[src/efx_pkg.sv]
// Shared types, constants and the escape classifier for the escaped frame encoder.
package efx_pkg;

   localparam logic [7:0] FLAG_BYTE   = 8'h7E;
   localparam logic [7:0] ESCAPE_BYTE = 8'h5C;
   localparam logic [7:0] ESC_SRC_1   = 8'h06;
   localparam logic [7:0] ESC_SRC_2   = 8'h15;
   localparam logic [7:0] ESC_SRC_3   = 8'h11;
   localparam logic [7:0] ESC_SRC_4   = 8'h13;

   localparam logic [2:0] CODE_FLAG   = 3'd0;
   localparam logic [2:0] CODE_ESCAPE = 3'd1;
   localparam logic [2:0] CODE_SRC_1  = 3'd2;
   localparam logic [2:0] CODE_SRC_2  = 3'd3;
   localparam logic [2:0] CODE_SRC_3  = 3'd4;
   localparam logic [2:0] CODE_SRC_4  = 3'd5;

   // Escape decision for one byte: esc set means the byte goes out as
   // the escape byte followed by code.
   typedef struct packed {
      logic       esc;
      logic [2:0] code;
   } esc_type;

   // One classified payload byte, as the front end hands it to the back end.
   typedef struct packed {
      logic       first;
      logic       last;
      logic [7:0] data_byte;
      esc_type    data_esc;
      logic [7:0] sum_byte;
      esc_type    sum_esc;
   } desc_type;

   // Output sequencer steps for one payload byte.
   typedef enum logic [2:0] {
      STEP_OPEN,
      STEP_DATA,
      STEP_DATA_CODE,
      STEP_SUM,
      STEP_SUM_CODE,
      STEP_CLOSE
   } step_type;

   function automatic esc_type classify(input logic [7:0] b);
      esc_type r;
      r.esc  = 1'b1;
      r.code = CODE_FLAG;
      unique case (b)
         FLAG_BYTE:   r.code = CODE_FLAG;
         ESCAPE_BYTE: r.code = CODE_ESCAPE;
         ESC_SRC_1:   r.code = CODE_SRC_1;
         ESC_SRC_2:   r.code = CODE_SRC_2;
         ESC_SRC_3:   r.code = CODE_SRC_3;
         ESC_SRC_4:   r.code = CODE_SRC_4;
         default:     r.esc  = 1'b0;
      endcase
      return r;
   endfunction

endpackage

[src/efx_front.sv]
// Front end: keeps the running XOR checksum and classifies each accepted byte.
module efx_front
   import efx_pkg::*;
(
   input  logic       clock,
   input  logic       reset,
   input  logic       accept,
   input  logic [7:0] data_byte,
   input  logic       first_byte,
   input  logic       last_byte,
   output desc_type   desc
);

   logic [7:0] xor_ff;
   logic [7:0] xor_in;
   logic [7:0] sum;

   // A first byte starts the checksum afresh.
   assign sum = (first_byte ? 8'h00 : xor_ff) ^ data_byte;

   always_comb begin
      xor_in = xor_ff;
      if (accept) begin
         xor_in = last_byte ? 8'h00 : sum;
      end
   end

   always_ff @(posedge clock) begin
      if (reset) begin
         xor_ff <= 8'h00;
      end else begin
         xor_ff <= xor_in;
      end
   end

   always_comb begin
      desc.first     = first_byte;
      desc.last      = last_byte;
      desc.data_byte = data_byte;
      desc.data_esc  = classify(data_byte);
      desc.sum_byte  = sum;
      desc.sum_esc   = classify(sum);
   end

endmodule

[src/efx_queue.sv]
// Short FIFO of classified bytes between the front end and the back end.
module efx_queue
   import efx_pkg::*;
#(
   parameter int DEPTH = 2
) (
   input  logic     clock,
   input  logic     reset,
   input  logic     push,
   input  desc_type push_data,
   input  logic     pop,
   output desc_type head_data,
   output logic     head_valid,
   output logic     full
);

   localparam int PTR_W = (DEPTH > 1) ? $clog2(DEPTH) : 1;
   localparam int CNT_W = $clog2(DEPTH + 1);

   desc_type           slot_ff [DEPTH];
   logic [PTR_W-1:0]   wr_ptr_ff;
   logic [PTR_W-1:0]   wr_ptr_in;
   logic [PTR_W-1:0]   rd_ptr_ff;
   logic [PTR_W-1:0]   rd_ptr_in;
   logic [CNT_W-1:0]   count_ff;
   logic [CNT_W-1:0]   count_in;

   assign head_valid = (count_ff != '0);
   assign full       = (count_ff == CNT_W'(DEPTH));
   assign head_data  = slot_ff[rd_ptr_ff];

   always_comb begin
      wr_ptr_in = wr_ptr_ff;
      rd_ptr_in = rd_ptr_ff;
      count_in  = count_ff;
      if (push) begin
         wr_ptr_in = (wr_ptr_ff == PTR_W'(DEPTH - 1)) ? '0 : wr_ptr_ff + 1'b1;
      end
      if (pop) begin
         rd_ptr_in = (rd_ptr_ff == PTR_W'(DEPTH - 1)) ? '0 : rd_ptr_ff + 1'b1;
      end
      if (push && !pop) begin
         count_in = count_ff + 1'b1;
      end else if (pop && !push) begin
         count_in = count_ff - 1'b1;
      end
   end

   always_ff @(posedge clock) begin
      if (reset) begin
         wr_ptr_ff <= '0;
         rd_ptr_ff <= '0;
         count_ff  <= '0;
      end else begin
         wr_ptr_ff <= wr_ptr_in;
         rd_ptr_ff <= rd_ptr_in;
         count_ff  <= count_in;
      end
   end

   always_ff @(posedge clock) begin
      if (push) begin
         slot_ff[wr_ptr_ff] <= push_data;
      end
   end

endmodule

[src/efx_back.sv]
// Back end: steps through the line bytes of each queued payload byte.
module efx_back
   import efx_pkg::*;
(
   input  logic       clock,
   input  logic       reset,
   input  desc_type   head_data,
   input  logic       head_valid,
   output logic       pop,
   output logic       rsp_valid,
   input  logic       rsp_ready,
   output logic [7:0] rsp_out_byte,
   output logic       rsp_run_end
);

   step_type   step_ff;
   step_type   step_in;
   step_type   cur_step;
   logic       advance;
   logic       done;
   logic [7:0] line_byte;

   logic       valid_ff;
   logic       valid_in;
   logic [7:0] byte_ff;
   logic       end_ff;

   assign advance = head_valid && (!valid_ff || rsp_ready);

   always_comb begin
      cur_step = step_ff;
      if (step_ff == STEP_OPEN && !head_data.first) begin
         cur_step = STEP_DATA;
      end
   end

   always_comb begin
      step_in   = step_ff;
      done      = 1'b0;
      line_byte = FLAG_BYTE;
      unique case (cur_step)
         STEP_OPEN: begin
            line_byte = FLAG_BYTE;
            step_in   = STEP_DATA;
         end
         STEP_DATA: begin
            if (head_data.data_esc.esc) begin
               line_byte = ESCAPE_BYTE;
               step_in   = STEP_DATA_CODE;
            end else begin
               line_byte = head_data.data_byte;
               step_in   = head_data.last ? STEP_SUM : STEP_OPEN;
               done      = !head_data.last;
            end
         end
         STEP_DATA_CODE: begin
            line_byte = {5'b00000, head_data.data_esc.code};
            step_in   = head_data.last ? STEP_SUM : STEP_OPEN;
            done      = !head_data.last;
         end
         STEP_SUM: begin
            if (head_data.sum_esc.esc) begin
               line_byte = ESCAPE_BYTE;
               step_in   = STEP_SUM_CODE;
            end else begin
               line_byte = head_data.sum_byte;
               step_in   = STEP_CLOSE;
            end
         end
         STEP_SUM_CODE: begin
            line_byte = {5'b00000, head_data.sum_esc.code};
            step_in   = STEP_CLOSE;
         end
         STEP_CLOSE: begin
            line_byte = FLAG_BYTE;
            step_in   = STEP_OPEN;
            done      = 1'b1;
         end
         default: begin
            step_in = STEP_OPEN;
         end
      endcase
      if (!advance) begin
         step_in = step_ff;
      end
   end

   assign pop      = advance && done;
   assign valid_in = advance || (valid_ff && !rsp_ready);

   always_ff @(posedge clock) begin
      if (reset) begin
         step_ff  <= STEP_OPEN;
         valid_ff <= 1'b0;
      end else begin
         step_ff  <= step_in;
         valid_ff <= valid_in;
      end
   end

   always_ff @(posedge clock) begin
      if (advance) begin
         byte_ff <= line_byte;
         end_ff  <= done;
      end
   end

   assign rsp_valid    = valid_ff;
   assign rsp_out_byte = byte_ff;
   assign rsp_run_end  = end_ff;

endmodule

[src/escaped_frame_encoder_xor_top.sv]
// Top level of the byte-stuffing frame encoder with XOR checksum.
//
// This block frames payload bytes for a serial line. Each transfer on the req
// channel carries one raw byte with first and last marks; the rsp channel
// returns the line bytes it causes, one per transfer, with run_end set on the
// last of them. A first byte is preceded by an unescaped 0x7E flag and
// restarts the XOR checksum. Every payload byte equal to 0x7E, 0x5C, 0x06,
// 0x15, 0x11 or 0x13 goes out as 0x5C followed by a code from 0 to 5, and all
// other bytes pass unchanged. A last byte is followed by the escaped checksum
// and a closing 0x7E, after which the checksum returns to zero. The front end
// accepts one byte per cycle whenever its queue of QUEUE_DEPTH entries has
// room; the back end sends exactly one line byte per cycle into a registered
// output stage while rsp_ready does not hold that stage. A payload byte yields
// its own line byte, preceded by a flag if it is first and by 0x5C if it is
// escaped; a last byte adds the checksum, escaped if needed, and a closing
// flag. The single output byte per cycle sets the sustained rate, so escape
// bytes and frame flags lower the rate at which payload bytes pass.
module escaped_frame_encoder_xor_top
   import efx_pkg::*;
#(
   parameter int QUEUE_DEPTH = 2
) (
   input  logic       clock,
   input  logic       reset,
   input  logic       req_valid,
   output logic       req_ready,
   input  logic [7:0] req_data_byte,
   input  logic       req_first_byte,
   input  logic       req_last_byte,
   output logic       rsp_valid,
   input  logic       rsp_ready,
   output logic [7:0] rsp_out_byte,
   output logic       rsp_run_end
);

   desc_type front_desc;
   desc_type head_desc;
   logic     q_full;
   logic     q_head_valid;
   logic     q_pop;
   logic     req_xfer;

   // The request side is ready whenever the queue has a free entry.
   assign req_ready = !q_full;
   assign req_xfer  = req_valid && req_ready;

   // The front end folds the byte into the checksum and decides, for both
   // the byte and the checksum it may close with, whether escaping applies.
   efx_front u_front (
      .clock      (clock),
      .reset      (reset),
      .accept     (req_xfer),
      .data_byte  (req_data_byte),
      .first_byte (req_first_byte),
      .last_byte  (req_last_byte),
      .desc       (front_desc)
   );

   // The queue decouples intake from the slower line side.
   efx_queue #(
      .DEPTH (QUEUE_DEPTH)
   ) u_queue (
      .clock      (clock),
      .reset      (reset),
      .push       (req_xfer),
      .push_data  (front_desc),
      .pop        (q_pop),
      .head_data  (head_desc),
      .head_valid (q_head_valid),
      .full       (q_full)
   );

   // The back end walks the line bytes of the head entry and pops it once
   // its final byte has entered the output register.
   efx_back u_back (
      .clock        (clock),
      .reset        (reset),
      .head_data    (head_desc),
      .head_valid   (q_head_valid),
      .pop          (q_pop),
      .rsp_valid    (rsp_valid),
      .rsp_ready    (rsp_ready),
      .rsp_out_byte (rsp_out_byte),
      .rsp_run_end  (rsp_run_end)
   );

endmodule
[config.mk]
export PLATFORM = sky130hd
export DESIGN_NAME = escaped_frame_encoder_xor_top
export DESIGN_NICKNAME = d
export VERILOG_FILES = /design/src/efx_pkg.sv /design/src/efx_front.sv /design/src/efx_queue.sv /design/src/efx_back.sv /design/src/escaped_frame_encoder_xor_top.sv
export SDC_FILE = /design/constraint.sdc
export NUM_CORES = 1
export LEC_CHECK = 0
export ABC_AREA = 0
export BUFFER_PORTS_ARGS = -buffer_cell sky130_fd_sc_hd__buf_2
export CAP_MARGIN = 15
export CORE_MARGIN = 2
export CORE_UTILIZATION = 55
export CTS_BUF_LIST = sky130_fd_sc_hd__clkbuf_8 sky130_fd_sc_hd__clkbuf_16
export DETAILED_ROUTE_END_ITERATION = 8
export GPL_TIMING_DRIVEN = 0
export PLACE_DENSITY = 0.7
export SLEW_MARGIN = 20
export SYNTH_ARGS = -nofsm -noshare
export SYNTH_HDL_FRONTEND = slang
export SYNTH_HIERARCHICAL = 1
export SYNTH_SLANG_ARGS = --single-unit
[constraint.sdc]
create_clock -name clock -period 4.3 [get_ports clock]
set_input_delay 0.43 -clock clock [delete_from_list [all_inputs] [get_ports clock]]
set_output_delay 0.43 -clock clock [all_outputs]
set_load 0.02 [all_outputs]
=== Word level (Yosys, flattened, before mapping) ===
Memory sizes are Yosys's and may differ from the RTL's. A register that Yosys moved wholly into a read port is not among the register bits.
Index checks and enable logic that the tools add are counted.

* Flip-flop bits (word level): 25
* Latch bits: 0
* Memory bits (writable): 52
* ROM bits: 0
* Output and inout port bits: 11
* Memories kept: 1

{| class="wikitable"
|+ Memory list
! name !! depth !! bits a word !! rd ports !! clocked after Yosys merged registers in !! wr ports !! line !! text
|-
| u_queue.slot_ff || 2 || 26 || 1 || 1 || 1 || efx_queue.sv:20 || <nowiki>desc_type slot_ff [DEPTH];</nowiki>
|}

* $add $sub $neg: 4
* $mul: 0
* Divide/modulo/power cells: 0
* Order comparisons: 0
* Equality and inequality tests: 18
* Shift operators: 0
* Mux-type cells: 24
* Bitwise gates (word level): 1
* Reductions and logical operators: 22

{| class="wikitable"
|+ Operators with widths
! cell !! count
|-
| 8-bit by 5-bit equality test with 1-bit output, second input constant || 6
|-
| 3-bit one-hot mux with 5 select lines || 3
|-
| 8-bit by 7-bit equality test with 1-bit output, second input constant || 4
|-
| 8-bit 2-to-1 mux || 4
|-
| 8-bit one-hot mux with 4 select lines || 1
|-
| 8-bit by 3-bit equality test with 1-bit output, second input constant || 2
|-
| 6-bit OR reduction || 2
|-
| 1-bit 2-to-1 mux || 10
|-
| 8-bit bitwise XOR || 1
|-
| 1-bit logical AND || 7
|-
| 1-bit logical NOT || 7
|-
| 3-bit by 2-bit equality test with 1-bit output, second input constant || 2
|-
| 3-bit equality test, second input constant || 2
|-
| 3-bit logical NOT || 2
|-
| 2-bit 2-to-1 mux || 3
|-
| 3-bit 2-to-1 mux || 2
|-
| 2-bit nonzero test || 2
|-
| 3-bit by 1-bit equality test with 1-bit output, second input constant || 1
|-
| 1-bit one-hot mux with 3 select lines || 1
|-
| 1-bit adder, second input constant || 2
|-
| 2-bit by 1-bit adder with 2-bit output, second input constant || 1
|-
| 2-bit equality test, second input constant || 1
|-
| 1-bit logical OR || 2
|-
| 2-bit by 1-bit subtractor with 2-bit output, second input constant || 1
|}

=== Longest topological paths before layout ===
Gate-level depths: netlist (run 1).

* Depth after elaboration: 9
* Mapped depth: 12
* Mapped depth without buffers: 10

=== By module ===
The synthesis (run 1) kept the hierarchy.

{| class="wikitable"
|+ Modules (own cells, without submodules)
! module !! instances !! cells an instance !! area an instance (um^2) !! seq. area each (um^2)
|-
| efx_queue || 1 || 103 || 2092.0 || 1661.6
|-
| efx_front || 1 || 152 || 1086.0 || 160.2
|-
| efx_back || 1 || 83 || 787.0 || 350.3
|-
| escaped_frame_encoder_xor_top || 1 || 2 || 10.0 || 0.0
|}

=== Least setup slack after synthesis (run 1) ===
No wires, ideal clock.

* Kind: reg2reg
* From: register u_queue.count_ff[0]
* To: memory u_queue/slot_ff[0][0] (netlist name) (enable)
* Arrival time: 2356 ps
* Required time: 3888 ps
* Setup slack: 1533 ps
* Stages on the path, launching flop included: 4
* Buffers on the path: 0
* Cell sequence: dfxtp_1 and2b_2 nor2b_1 nor2b_1

* Cells in the longest elaborated chain, start to end: 5

{| class="wikitable"
|+ RTL lines
! what !! line !! text
|-
| start, declared || efx_queue.sv:25 || <nowiki>logic [CNT_W-1:0] count_ff;</nowiki>
|-
| start signal, assigned || efx_queue.sv:57 || <nowiki>count_ff <= count_in;</nowiki>
|-
| 2-bit equality test || efx_queue.sv:29 || <nowiki>assign full = (count_ff == CNT_W'(DEPTH));</nowiki>
|-
| named net q_full || escaped_frame_encoder_xor_top.sv:38 || <nowiki>logic q_full;</nowiki>
|-
| 1-bit logical NOT || escaped_frame_encoder_xor_top.sv:44 || <nowiki>assign req_ready = !q_full;</nowiki>
|-
| 1-bit logical AND || escaped_frame_encoder_xor_top.sv:45 || <nowiki>assign req_xfer = req_valid && req_ready;</nowiki>
|-
| named net req_xfer || escaped_frame_encoder_xor_top.sv:41 || <nowiki>logic req_xfer;</nowiki>
|-
| 1-bit 2-to-1 mux || efx_queue.sv:62 || <nowiki>if (push) begin</nowiki>
|-
| 1-bit 2-to-1 mux (implied by the code) || efx_queue.sv:63 || <nowiki>slot_ff[wr_ptr_ff] <= push_data;</nowiki>
|-
| end, declared || efx_queue.sv:20 ||
|}

The timed path passes the listed nets, and every way through them passes these cells.

==> results of run 1 <==
metrics by stage:
stage / std cells / instance area, um2 / hold slack (ns) / power [uW] / utilization [%]
2_1_floorplan: 340 / 3980 / 0.456 / 1730 / -
3_3_place_gp: 458 / 4210 / 0.471 / 1930 / 60.9
3_5_place_dp: 459 / 4230 / 0.493 / 1970 / 61.3
4_1_cts: 475 / 4430 / 0.254 / 2500 / 64.1
5_1_grt: 475 / 4430 / 0.250 / 2620 / 64.1
6_report: 475 / 4430 / 0.268 / 2480 / 64.1
power groups by stage:
stage	Combinational [uW]	Clock, uW	Sequential, uW
after detailed placement	875	0	1090
after floorplan	587	0	1150
after CTS	880	542	1080
after global placement	847	0	1090
after global routing	957	575	1090
final	872	531	1080
area by class of cell:
class | instances | area, um2
fill | 569 | 2480
sequential | 78 | 2170
multi-input combinational | 220 | 1570
buffer | 27 | 185
clock buffer | 10 | 138
timing repair buffer | 23 | 130
tap | 96 | 120
clock inverter | 6 | 57.6
inverter | 15 | 56.3
worst max-delay path by stage:
stage	from	end	slack, ns	cells past startpoint
floorplan	u_queue/count_ff[0]	u_queue/slot_ff[0][0]	1.53	3
global placement	u_queue/count_ff[0]	u_queue/slot_ff[0][18]	0.56	3
detailed placement	register	u_queue/count_ff[1]	1.59	11
CTS	register	u_queue/count_ff[1]	1.57	11
global route	register	u_queue/count_ff[1]	1.39	11
finish	register	u_queue/count_ff[1]	1.59	11
worst register-to-register path, stage by stage (launching register included):
cell and delay (ns):
dfxtp_1 0.32, buf_2 0.24, buf_6 0.20, mux2_2 0.40
nor2_1 0.11, nor2_1 0.05, o41ai_2 0.22, and2_1 0.23
inv_1 0.07, ha_1 0.31, or3_1 0.35, a21oi_1 0.14
kinds of logic (layout without fill, tap and decap cells):
logic type | Yosys count | in the layout
compound gates | 72 | 72
simple gates | 102 | 102
mux | 29 | 29
flops | 78 | 78
fa+ha+maj | 1 | 1
xor+xnor | 16 | 16
buf+inv | 42 | 81
flip-flops by register name, summed over array words and instances (netlist names), named ones only:
register	count
u_queue/slot_ff	52
u_back/rsp_out_byte	8
u_front/xor_ff	8
u_back/step_ff	3
u_queue/count_ff	2
u_back/rsp_run_end	1
u_back/rsp_valid	1
u_queue/rd_ptr_ff	1
u_queue/wr_ptr_ff	1
placed cells by master, fill, tap and decap left out, types with 3 or more instances in the layout:
cell type,instances
nand2_1,12
mux2_2,27
o21ai_1,6
xnor2_1,8
o21ai_0,15
nand2b_1,4
buf_2,29
xor2_1,6
nor3_1,3
inv_1,15
buf_6,3
o22ai_1,6
a21oi_1,16
a22oi_1,3
a31oi_1,3
dfxtp_1,17
edfxtp_1,61
nor2b_1,18
clkbuf_8,10
inv_2,3
nor2_1,39
o21a_1,3
buf_4,14
layer usage:
layer | up-vias | global-route usage (%)
met4 | 0 | 6.11
met5 | - | 0
li1 | 1292 | -
met1 | 1299 | 30.9
met2 | 68 | 34.7
met3 | 6 | 4.71
==> impl_metrics.yaml, run 1 <==
logic_synthesis:
  synth_compound_area_share_pct: 12.3
  synth_edf_count: 61
  synthSimpleGateAreaFrac_pct: 14.3
  yosysTopAreaCellShare_pct: 46.1
  syn_area_um2: 3980
  synthMuxAreaShare_pct: 8.15
  synth_top_flop_cell: "edfxtp_1"
  ys_top_cells_by_count: "edfxtp_1, nor2_1, mux2_2"
  synth_area_leaders: "edfxtp_1, dfxtp_1, mux2_2"
  yosysSeqAreaShare_pct: 54.6
  synth_xor_area_share_pct: 4.19
  yosys_warnings: 6
  synth_top_family_by_area: "simple AND/OR/NAND/NOR gates"
  async_flop_share_pct: 0
  ys_seq_elements: 78
  synth_nets: 355
  netlist_instances: 340
  synth.largest_area_cell: "edfxtp_1"
  synthMostInstantiatedCell: "edfxtp_1"
  avgSynthCellArea_um2: 11.7
  synth_fa_ha_area_share_pct: 0.315
  ys_types: 63
clocking:
  clkTransAtPathRegs_ns: 0.08
  cts_setup_buffers: 0
  cts_buffers: 9
  clk_path_buf_depth: 2
  cts_root_buf: "clkbuf_8"
  ctsResizeCount: 0
  cts_num_sinks: 78
  cts_max_level: 3
  cts_hold_buf: 0
  cts_tree: "yes"
  clock_latency_ns: 0.34
placement:
  portBuffers: 22
  place_hpwl_mm: 5.51
  post-place-ws_ns: 1.59
  place.gp.congestion: 0.877
worst_setup_path:
  crit_type: "reg2reg"
  crit_path_start_kind: "register"
  path_common_cell: "nor2_1"
  critPathMaxStageDelay_ns: 0.40
  reg2regPathDepth: 11
  critPathTopFamily: "simple AND/OR/NAND/NOR gates"
  r2r_end: "u_queue/count_ff[1]"
  worstPathArrival_ns: 2.98
  critPathCaptureType: "register"
  crit_buf_inv: 3
  critPathMaxFanout: 10
  reg2reg_setup_slack_ns: 1.59
  cp_cell_sequence: "buf_2 -> buf_6 -> mux2_2 -> nor2_1 -> nor2_1 -> o41ai_2 -> and2_1 -> inv_1 -> ha_1 -> or3_1 -> a21oi_1"
  crit_required_ns: 4.57
  cpMaxStageDelayCell: "mux2_2"
timing:
  fmaxAchievable_mhz: 370
  fin_skew_ns: 0.0115
  period_needed_ns: 2.71
  finalHoldViolCount: 0
  slew_viol_final: 0
  worst_slack_ns: 1.59
  worst_pin_slew_ns: 1.02
  maxSlewHeadroom_pct: 31.9
  setup_viol: 0
  timing.final.crit_share_pct: 62.9
  fin_tns_setup_ns: 0
  rsz0062_at_grt: "false"
global_route:
  grt_pass1_vias: 2508
  antenna_found_initial: 0
  grt_usage_pct: 21.9
  overflow: 0
  grt_max_degree: 27
  grt_pass1_wl_mm: 12.8
worst_hold_path:
  min_from: "req_data_byte[1]"
  hold_depth: 1
  hold_class: "in2reg"
  hold_end: "u_queue/slot_ff[0][17]"
pwr:
  seq_power_share_pct: 43.4
  p_sw_uw: 816
  internal_power_uw: 1660
  sw_frac_of_total_pct: 32.9
  p_leak_uw: 0.00163
  cellPowerDensity_nw_per_um2: 559
  p_clk_share_pct: 21.4
  pwr-share-comb_pct: 35.2
  vdd_drop_max_v: 0.000331
routing:
  top_layer: "met4"
  post_drt_via_cell_ratio: 5.61
  vias: 2665
  drtAntennaViolNets: 0
  dr.pass1.iters: 4
  wl_per_cell_um: 16.3
  wl_met1_mm: 3.53
  wl_met2_mm: 3.75
  wl_met3_um: 383
  route.detailed.drc: 0
  totalWireLength_mm: 7.73
  drt-initial-drc-count: 130
floorplan:
  core_um2: 6910
  die_w_um: 89.0
  die_area_um2: 7920
  die_h_um: 89.0
  pin_count: 25
  start_util_pct: 57.6
  rows: 30
run:
  maxCapViolations: 0
run_status:
  status: "finished, final reports clean"
final_layout:
  antenna_cells: 0
  nNetsFinal: 389
  synthToLayoutAreaGrowth_pct: 11.4
  drive_gt1_share_pct: 28.5
(Power assumes the default switching activity.)
==> run 2: changes to the inputs <==
==> constraint.sdc (replaced) <==
create_clock -name clock -period 2.6 [get_ports clock]
set_input_delay 0.26 -clock clock [delete_from_list [all_inputs] [get_ports clock]]
set_output_delay 0.26 -clock clock [all_outputs]
set_load 0.02 [all_outputs]
==> run 2 against run 1 <==
Global-route usage is 0.41 points higher; worst setup slack lost 1.5 ns; register-to-register slack worse by 1.5 ns; count of clock-buffer cells in the layout is 1 lower; sequential cell count is the same; cell count rose by 4.8%; worst hold slack lost 0.18 ns; critical path depth is 1 higher; total power is 80% higher; sequential power rose by 66%; die area is the same.
==> impl_metrics.yaml, run 2 (synthesis results as in run 1) <==
run_status:
  status: "finished, final reports clean"
final_layout:
  synthToLayoutAreaGrowth_pct: 17.7
  antenna_cells: 0
  fin_area_um2: 4680
  final_common_cell: "edfxtp_1"
  top_register: "u_queue/slot_ff"
  nNetsFinal: 412
  largest_reg_flops: 52
  drive_gt1_share_pct: 34.3
  layout_common_cells: "edfxtp_1, nor2_1, buf_4"
  fillers: 546
clocking:
  cts_num_sinks: 78
  cts_buffers: 9
  clk_path_buf_depth: 2
  cts_hold_buf: 0
  cts_max_level: 3
  clock_latency_ns: 0.35
  clkTransAtPathRegs_ns: 0.09
  cts_root_buf: "clkbuf_8"
  cts_tree: "yes"
floorplan:
  start_util_pct: 57.6
  rows: 30
  die_w_um: 89.0
  core_um2: 6910
  pin_count: 25
  die_h_um: 89.0
  die_area_um2: 7920
pwr:
  power_uw: 4450
  p_leak_uw: 0.00176
  vdd_drop_max_v: 0.000529
  cellPowerDensity_nw_per_um2: 952
worst_setup_path:
  critPathCaptureType: "register"
  reg2reg_setup_slack_ns: 0.12
  crit_buf_inv: 3
  critPathMaxStageDelay_ns: 0.33
  cpMaxStageDelayCell: "dfxtp_2"
  crit_path_start_kind: "register"
  cp.depth: 12
  crit_path_end: "u_queue/count_ff[1]"
  critPathTopFamily: "simple AND/OR/NAND/NOR gates"
  crit_required_ns: 2.89
  crit_type: "reg2reg"
  r2r_end: "u_queue/count_ff[1]"
  worstPathArrival_ns: 2.77
  critPathMaxFanout: 5
  cp_cell_sequence: "buf_6 -> buf_12 -> mux2_4 -> nor2_2 -> nor2_1 -> o41ai_2 -> and2_4 -> inv_1 -> ha_4 -> xor2_1 -> or3_1 -> a21oi_1"
  reg2regPathDepth: 12
routing:
  vias: 2730
  dr.pass1.iters: 4
  totalWireLength_mm: 8.36
  drtAntennaViolNets: 0
  post_drt_via_cell_ratio: 5.48
  drt-initial-drc-count: 126
  wl_per_cell_um: 16.8
  route.detailed.drc: 0
timing:
  period_needed_ns: 2.48
  timing.final.crit_share_pct: 95.3
  slew_viol_final: 0
  fmaxAchievable_mhz: 403
  setup_viol: 0
  finalHoldViolCount: 0
  fin_tns_setup_ns: 0
  maxSlewHeadroom_pct: 48.6
  worst_pin_slew_ns: 0.768
  fin_skew_ns: 0.0125
  worst_slack_ns: 0.121
global_route:
  grt_max_degree: 27
  antenna_found_initial: 0
  grt_pass1_vias: 2559
  grt_usage_pct: 22.3
  overflow: 0
  grt_pass1_wl_mm: 12.9
placement:
  portBuffers: 22
  post-place-ws_ns: -0.108
  place_area_um2: 4210
  place_hpwl_mm: 5.58
  place.gp.congestion: 0.865
run:
  maxCapViolations: 0
worst_hold_path:
  hold_class: "in2reg"
==> run 2: how the worst min path moves through the flow <==
stage	startpoint	end	depth (start not counted)
6_report	req_data_byte[1]	u_queue/slot_ff[0][17]	1
5_1_grt	req_data_byte[1]	u_queue/slot_ff[0][17]	1
4_1_cts	req_data_byte[1]	u_queue/slot_ff[0][17]	1
3_5_place_dp	req_data_byte[7]	u_queue/slot_ff[0][23]	1
3_3_place_gp	req_data_byte[1]	u_queue/slot_ff[0][17]	1
2_1_floorplan	reset	u_back/rsp_valid	1
==> run 2: what timing repair did <==
action	4_1_cts	5_1_grt
resized for setup	4	9
cloned	1	2
setup endpoints to repair	27	1
setup buffers	1	20
pin swaps	0	1
==> run 2: metrics by stage <==
step | util, % | instances | hold WS (ns)
final | 67.7 | 498 | 0.0867
after floorplan | - | 340 | 0.329
after CTS | 64.5 | 476 | 0.0739
after global placement | 60.9 | 458 | 0.446
after global routing | 67.7 | 498 | 0.0729
after detailed placement | 61.0 | 458 | 0.450
==> run 2: metal layers <==
layer,share of wire [%],vias to the layer above,track usage (%),wire length [um]
met5,0,-,0,0
met4,1.6,0,9.23,133
met3,6.4,13,3.69,536
met2,48,68,35.0,4040
met1,44,1304,31.1,3650
li1,-,1345,-,-
==> run 2: final cells by class <==
class                      count  area [um2]  share of cell area (%)
tap                           96         120                    2.57
timing repair buffer          45         298                    6.37
inverter                      15        56.3                    1.20
multi-input combinational    221        1610                    34.3
buffer                        27         209                    4.47
clock buffer                   9         124                    2.65
clock inverter                 7        91.3                    1.95
sequential                    78        2170                    46.5
==> run 2: worst reg2reg max path, stage by stage, from the launching register on <==
cell	delay, ns
dfxtp_2	0.33
buf_6	0.13
buf_12	0.12
mux2_4	0.33
nor2_2	0.12
nor2_1	0.05
o41ai_2	0.32
and2_4	0.21
inv_1	0.06
ha_4	0.15
xor2_1	0.14
or3_1	0.32
a21oi_1	0.14
==> run 2: power by group <==
| part | switching, uW | internal (uW) |
|---|---|---|
| combinational | 915 | 777 |
| clock | 439 | 535 |
| sequential | 99.1 | 1690 |
